[src/design/vmdt_pkg.sv]
// Shared types and constants for the vector magnitude delta trigger.
package vmdt_pkg;

	localparam int MAG_W = 16;
	localparam logic [MAG_W-1:0] MAG_MAX = 16'hFFFF;

	localparam logic REG_ACCEL_THR = 1'b0;
	localparam logic REG_GYRO_THR  = 1'b1;

	localparam logic CHAN_ACCEL = 1'b0;
	localparam logic CHAN_GYRO  = 1'b1;

	typedef enum logic [2:0] {
		ST_IDLE,
		ST_SQUARE,
		ST_START,
		ST_ROOT,
		ST_DECIDE
	} state_t;

	typedef struct packed {
		logic busy;
		logic done;
	} sqrt_status_t;

endpackage

[src/design/vmdt_sqrt.sv]
// Bit-serial integer square root, two radicand bits retired per cycle.
module vmdt_sqrt #(
	parameter int ROOT_W = 16
) (
	input  logic                  clk,
	input  logic                  arst_n,
	input  logic                  start,
	input  logic [2*ROOT_W-1:0]   radicand,
	output vmdt_pkg::sqrt_status_t status,
	output logic [ROOT_W-1:0]     root
);

	localparam int SUM_W = 2 * ROOT_W;

	logic [SUM_W-1:0] rem_q;
	logic [SUM_W-1:0] res_q;
	logic [SUM_W-1:0] bit_q;
	logic             busy_q;
	logic             done_q;
	logic [SUM_W-1:0] trial;

	assign trial = res_q + bit_q;

	always_ff @(posedge clk or negedge arst_n) begin
		if (!arst_n) begin
			busy_q <= 1'b0;
			done_q <= 1'b0;
		end else begin
			done_q <= 1'b0;
			if (start) begin
				busy_q <= 1'b1;
			end else if (busy_q && bit_q[0]) begin
				busy_q <= 1'b0;
				done_q <= 1'b1;
			end
		end
	end

	always_ff @(posedge clk) begin
		if (start) begin
			rem_q <= radicand;
			res_q <= '0;
			bit_q <= {2'b01, {(SUM_W-2){1'b0}}};
		end else if (busy_q) begin
			if (rem_q >= trial) begin
				rem_q <= rem_q - trial;
				res_q <= (res_q >> 1) + bit_q;
			end else begin
				res_q <= res_q >> 1;
			end
			bit_q <= bit_q >> 2;
		end
	end

	assign status.busy = busy_q;
	assign status.done = done_q;
	assign root = res_q[ROOT_W-1:0];

endmodule

[src/design/vector_magnitude_delta_trigger_core.sv]
// Top level: send-on-delta trigger on the magnitude of a three-axis sample.
//
// Input channel (in_valid/in_ready) carries one sample beat: channel tag
// (0 accelerometer, 1 gyroscope) and signed x_axis, y_axis, z_axis.
// Output channel (out_valid/out_ready) carries one result beat per sample:
// trigger and magnitude = floor(sqrt(x^2 + y^2 + z^2)), saturated to 16 bits.
// The APB port holds accel_threshold at 0x0 and gyro_threshold at 0x4.
//
// One shared multiplier squares the axes in turn, then follow a start step,
// the bit-serial root steps, a step to take the root and a decide step. A
// new sample is taken only after the previous one has left the decide step.
// in_ready is high only while the sequencer is idle. A finished result sits
// in the output register; the next sample is taken meanwhile, and its result
// waits in the decide step until the receiver takes the earlier beat.
// Reset clears thresholds, baselines and the reported flags, so the first
// sample of each channel always triggers.
module vector_magnitude_delta_trigger_core #(
	parameter int AXIS_WIDTH = 16
) (
	input  logic                  clk,
	input  logic                  arst_n,
	input  logic                  in_valid,
	output logic                  in_ready,
	input  logic                  channel,
	input  logic [AXIS_WIDTH-1:0] x_axis,
	input  logic [AXIS_WIDTH-1:0] y_axis,
	input  logic [AXIS_WIDTH-1:0] z_axis,
	output logic                  out_valid,
	input  logic                  out_ready,
	output logic                  trigger,
	output logic [15:0]           magnitude,
	input  logic                  psel,
	input  logic                  penable,
	input  logic                  pwrite,
	input  logic [2:0]            paddr,
	input  logic [31:0]           pwdata,
	output logic [31:0]           prdata,
	output logic                  pready
);

	localparam int SUM_W = 2 * AXIS_WIDTH;
	localparam int EXT_W = AXIS_WIDTH + vmdt_pkg::MAG_W;

	vmdt_pkg::state_t state_q, state_d;

	logic [15:0]           accel_thr_q, gyro_thr_q;
	logic [15:0]           accel_base_q, gyro_base_q;
	logic                  accel_seen_q, gyro_seen_q;
	logic                  chan_q;
	logic [AXIS_WIDTH-1:0] x_q, y_q, z_q;
	logic [1:0]            cnt_q;
	logic [SUM_W-1:0]      prod_q, sum_q;
	logic [15:0]           mag_q;
	logic                  out_valid_q, trigger_q;
	logic [15:0]           magnitude_q;

	logic                  in_fire, cfg_wr, load_out, sqrt_start;
	logic [AXIS_WIDTH-1:0] axis_sel, axis_abs;
	logic [SUM_W-1:0]      square;
	logic [AXIS_WIDTH-1:0] root;
	logic [EXT_W-1:0]      root_ext;
	logic [15:0]           mag_sat, base, thr, diff;
	logic                  seen, trig;

	vmdt_pkg::sqrt_status_t sqrt_status;

	assign pready = 1'b1;
	assign cfg_wr = psel && penable && pwrite;
	assign prdata = (paddr[2] == vmdt_pkg::REG_GYRO_THR) ? {16'b0, gyro_thr_q}
	                                                     : {16'b0, accel_thr_q};

	always_ff @(posedge clk or negedge arst_n) begin
		if (!arst_n) begin
			accel_thr_q <= '0;
			gyro_thr_q  <= '0;
		end else if (cfg_wr) begin
			if (paddr[2] == vmdt_pkg::REG_ACCEL_THR) begin
				accel_thr_q <= pwdata[15:0];
			end else begin
				gyro_thr_q <= pwdata[15:0];
			end
		end
	end

	assign in_ready = (state_q == vmdt_pkg::ST_IDLE);
	assign in_fire  = in_valid && in_ready;

	always_comb begin
		case (cnt_q)
			2'd0:    axis_sel = x_q;
			2'd1:    axis_sel = y_q;
			default: axis_sel = z_q;
		endcase
		axis_abs = axis_sel[AXIS_WIDTH-1] ? (~axis_sel + 1'b1) : axis_sel;
		square   = axis_abs * axis_abs;
	end

	vmdt_sqrt #(
		.ROOT_W(AXIS_WIDTH)
	) u_sqrt (
		.clk      (clk),
		.arst_n   (arst_n),
		.start    (sqrt_start),
		.radicand (sum_q),
		.status   (sqrt_status),
		.root     (root)
	);

	always_comb begin
		root_ext = {{vmdt_pkg::MAG_W{1'b0}}, root};
		mag_sat  = (root_ext > EXT_W'(vmdt_pkg::MAG_MAX)) ? vmdt_pkg::MAG_MAX
		                                                  : root_ext[15:0];
	end

	always_comb begin
		base = (chan_q == vmdt_pkg::CHAN_GYRO) ? gyro_base_q  : accel_base_q;
		thr  = (chan_q == vmdt_pkg::CHAN_GYRO) ? gyro_thr_q   : accel_thr_q;
		seen = (chan_q == vmdt_pkg::CHAN_GYRO) ? gyro_seen_q  : accel_seen_q;
		diff = (mag_q >= base) ? (mag_q - base) : (base - mag_q);
		trig = !seen || (diff >= thr);
	end

	always_ff @(posedge clk or negedge arst_n) begin
		if (!arst_n) begin
			state_q <= vmdt_pkg::ST_IDLE;
		end else begin
			state_q <= state_d;
		end
	end

	always_comb begin
		state_d    = state_q;
		sqrt_start = 1'b0;
		load_out   = 1'b0;
		case (state_q)
			vmdt_pkg::ST_IDLE: begin
				if (in_valid) state_d = vmdt_pkg::ST_SQUARE;
			end
			vmdt_pkg::ST_SQUARE: begin
				if (cnt_q == 2'd3) state_d = vmdt_pkg::ST_START;
			end
			vmdt_pkg::ST_START: begin
				sqrt_start = 1'b1;
				state_d    = vmdt_pkg::ST_ROOT;
			end
			vmdt_pkg::ST_ROOT: begin
				if (sqrt_status.done) state_d = vmdt_pkg::ST_DECIDE;
			end
			vmdt_pkg::ST_DECIDE: begin
				if (!out_valid_q || out_ready) begin
					load_out = 1'b1;
					state_d  = vmdt_pkg::ST_IDLE;
				end
			end
			default: state_d = vmdt_pkg::ST_IDLE;
		endcase
	end

	always_ff @(posedge clk or negedge arst_n) begin
		if (!arst_n) begin
			cnt_q <= '0;
		end else if (state_q == vmdt_pkg::ST_SQUARE) begin
			cnt_q <= cnt_q + 2'd1;
		end else begin
			cnt_q <= '0;
		end
	end

	always_ff @(posedge clk) begin
		if (in_fire) begin
			chan_q <= channel;
			x_q    <= x_axis;
			y_q    <= y_axis;
			z_q    <= z_axis;
		end
		if (state_q == vmdt_pkg::ST_SQUARE) begin
			prod_q <= square;
			sum_q  <= (cnt_q == 2'd0) ? '0 : (sum_q + prod_q);
		end
		if (sqrt_status.done) begin
			mag_q <= mag_sat;
		end
	end

	always_ff @(posedge clk or negedge arst_n) begin
		if (!arst_n) begin
			accel_base_q <= '0;
			gyro_base_q  <= '0;
			accel_seen_q <= 1'b0;
			gyro_seen_q  <= 1'b0;
			out_valid_q  <= 1'b0;
		end else begin
			if (out_valid_q && out_ready) out_valid_q <= 1'b0;
			if (load_out) begin
				out_valid_q <= 1'b1;
				if (trig) begin
					if (chan_q == vmdt_pkg::CHAN_GYRO) begin
						gyro_base_q <= mag_q;
						gyro_seen_q <= 1'b1;
					end else begin
						accel_base_q <= mag_q;
						accel_seen_q <= 1'b1;
					end
				end
			end
		end
	end

	always_ff @(posedge clk) begin
		if (load_out) begin
			trigger_q   <= trig;
			magnitude_q <= mag_q;
		end
	end

	assign out_valid = out_valid_q;
	assign trigger   = trigger_q;
	assign magnitude = magnitude_q;

`ifndef SYNTH
	a_done_in_root: assert property (@(posedge clk) disable iff (!arst_n)
		sqrt_status.done |-> (state_q == vmdt_pkg::ST_ROOT))
		else $error("root finished outside the root phase");

	a_start_idle_unit: assert property (@(posedge clk) disable iff (!arst_n)
		sqrt_start |-> !sqrt_status.busy)
		else $error("root started while the unit was busy");

	a_load_shows: assert property (@(posedge clk) disable iff (!arst_n)
		load_out |=> (out_valid_q && state_q == vmdt_pkg::ST_IDLE))
		else $error("decided result not presented");

	a_trig_seen: assert property (@(posedge clk) disable iff (!arst_n)
		(out_valid_q && trigger_q) |-> (accel_seen_q || gyro_seen_q))
		else $error("trigger beat without a reported channel");
`endif

endmodule
[config.mk]
export PLATFORM = sky130hd
export DESIGN_NAME = vector_magnitude_delta_trigger_core
export DESIGN_NICKNAME = d
export VERILOG_FILES = /design/src/design/vmdt_pkg.sv /design/src/design/vmdt_sqrt.sv /design/src/design/vector_magnitude_delta_trigger_core.sv
export SDC_FILE = /design/constraint.sdc
export NUM_CORES = 1
export LEC_CHECK = 0
export CORE_AREA = 5 5 289 319
export CTS_BUF_LIST = sky130_fd_sc_hd__clkbuf_2
export DETAILED_ROUTE_END_ITERATION = 12
export DIE_AREA = 0 0 294 324
export DONT_BUFFER_PORTS = 1
export GPL_TIMING_DRIVEN = 1
export PLACE_DENSITY = 0.46
export SYNTH_ARGS = -nofsm -noshare
export SYNTH_HDL_FRONTEND = slang
export SYNTH_HIERARCHICAL = 1
export SYNTH_SLANG_ARGS = --single-unit
[constraint.sdc]
create_clock -name clk -period 12 [get_ports clk]
set_clock_uncertainty 0.15 [all_clocks]
set_input_delay 3 -clock clk [delete_from_list [all_inputs] [get_ports clk]]
set_output_delay 3 -clock clk [all_outputs]
set_load 0.01 [all_outputs]
==> qor.yml <==
logic_synthesis:
  synth_area_per_cell_um2: 9.848
  yosys_warnings: 6
  syn_area_um2: 26330
  syn_inst: 2674
clock_network:
  h-tree-depth: 3
  cts_hold_buf: 0
  clock_latency_ns: 1.04
  cts_root_buf: "clkbuf_2"
  numCtsBuffers: 88
  cts_tree: "built"
  clk_path_buf_depth: 3
  clock_sinks: 299
  post_cts_resized: 0
  clk_pin_slew_ns: 0.09
  post_cts_buffers: 0
detailed_routing:
  route.final.wire_length_um: 63410
  routed_via_density: 4.858
  drt_iter0_markers: 712
  ant_nets: 0
  drtPass1Iterations: 5
  drt-wirelength-per-cell_um: 16.14
  drc_errors: 0
  num_vias: 19090
grt:
  grt_max_degree: 75
  grt_use_total_pct: 13.27
  antenna_found_initial: 2
  grt_pass1_wl_um: 104300
  grt_pass1_vias: 20170
  overflow: 0
layout:
  final_common_cell: "inv_1"
  most-common-layout-cells: "306 x inv_1, 244 x ha_1, 215 x nor2_1, 185 x nand2_1, 177 x edfxtp_1"
  fillers: 9140
  syn2layout_area_growth_pct: 7.441
  drive_gt1_share_pct: 11.69
  finalNetCount: 3186
critical_path:
  critPathRequiredTime_ns: 12.55
  critPathSlowestCell: "a2111oi_0"
  cp_max_fo: 18
  slowest_delay_ns: 0.59
  crit_path_end_kind: "register"
  crit_path_start_kind: "register"
  crit_arrival_ns: 9.92
  crit_family: "adder cells"
  crit_type: "reg2reg"
  crit_buf_inv: 9
floorplan:
  die-width_um: 294
  fp.dieArea_um2: 95260
  rows: 115
  core_area_um2: 88780
  die_h_um: 324
  start_util_pct: 29.66
  ios: 143
sta:
  fmax_ghz: 0.1067
  slew_viol_final: 0
  period_needed_ns: 9.375
  rsz0062_at_grt: "no"
  tightest_slew_ns: 1.150
  setup_tns_ns: 0
  post-route-period-util_pct: 78.13
  setup_viol: 0
  relSlewSlack_pct: 22.75
  hold_violations: 0
worst_hold_path:
  min_path_type: "reg2reg"
status:
  status: "finished, final reports clean"
flow_run:
  maxCapViolations: 0
placement:
  gp_congestion: 0.8359
  portBuffers: 0
  dp_hpwl_um: 49190
worst register-to-register path, delay by kind of cell (launching register included):
kind,cells,cell delay [ns]
compound gates,8,2.33
xor+xnor,2,0.30
fa+ha+maj,9,4.12
buf+inv,9,1.28
flops,1,0.41
simple gates,3,0.55
sequential cells by signal, summed over array words and instances (netlist names), 2 cells and up:
signal / flops
u_sqrt/rem_q: 32
magnitude: 16
mag_q: 16
prod_q: 31
cnt_q: 2
x_q: 16
y_q: 16
accel_base_q: 16
state_q: 3
z_q: 16
sum_q: 32
u_sqrt/res_q: 32
gyro_base_q: 16
accel_thr_q: 16
u_sqrt/bit_q: 16
gyro_thr_q: 16
final cells by class:
| class | instances | area (um2) | area share, % |
|---|---|---|---|
| Multi-Input combinational cell | 1956 | 16450 | 58.13 |
| Sequential cell | 299 | 8129 | 28.73 |
| Tap cell | 1170 | 1464 | 5.174 |
| Inverter | 315 | 1182 | 4.179 |
| Clock buffer | 129 | 645.6 | 2.282 |
| Clock inverter | 33 | 241.5 | 0.8535 |
| Timing Repair Buffer | 23 | 172.7 | 0.6103 |
| Antenna cell | 4 | 10.01 | 0.03538 |
final timing paths:
path	startpoint	end	slack, ns	cells past startpoint
max reg2reg	cnt_q[0]	prod_q[29]	2.62	31
min in group asynchronous	arst_n	gyro_thr_q[13]	1.49	0
min reg2reg	gyro_seen_q	gyro_seen_q	0.33	1
max in group asynchronous	arst_n	cnt_q[1]	10.02	0
max	cnt_q[0]	prod_q[29]	2.62	31
min	gyro_seen_q	gyro_seen_q	0.33	1
stage by stage:
stage          cells  setup slack (ns)  hold slack [ns]  area, um2  utilization, %
2_1_floorplan   2700             3.654           0.2840      26430               -
3_3_place_gp    3763             2.680           0.3011      27400           30.86
3_5_place_dp    3763             2.608           0.3016      27400           30.86
4_1_cts         3925             2.561           0.3279      28280           31.86
5_1_grt         3929             2.021           0.3442      28290           31.87
6_report        3929             2.625           0.3312      28290           31.87
routing by layer:
metal	global-route usage, %	vias to the layer above	part of all wire (%)
met3	2.225	93	3.3
met1	16.23	9275	44
li1	-	9398	-
met2	23.96	323	51
met5	0	-	0
met4	4.021	0	2.2
Power is not shown: default switching activity piles up to over one toggle a cycle in this logic, so the estimate is an artifact.
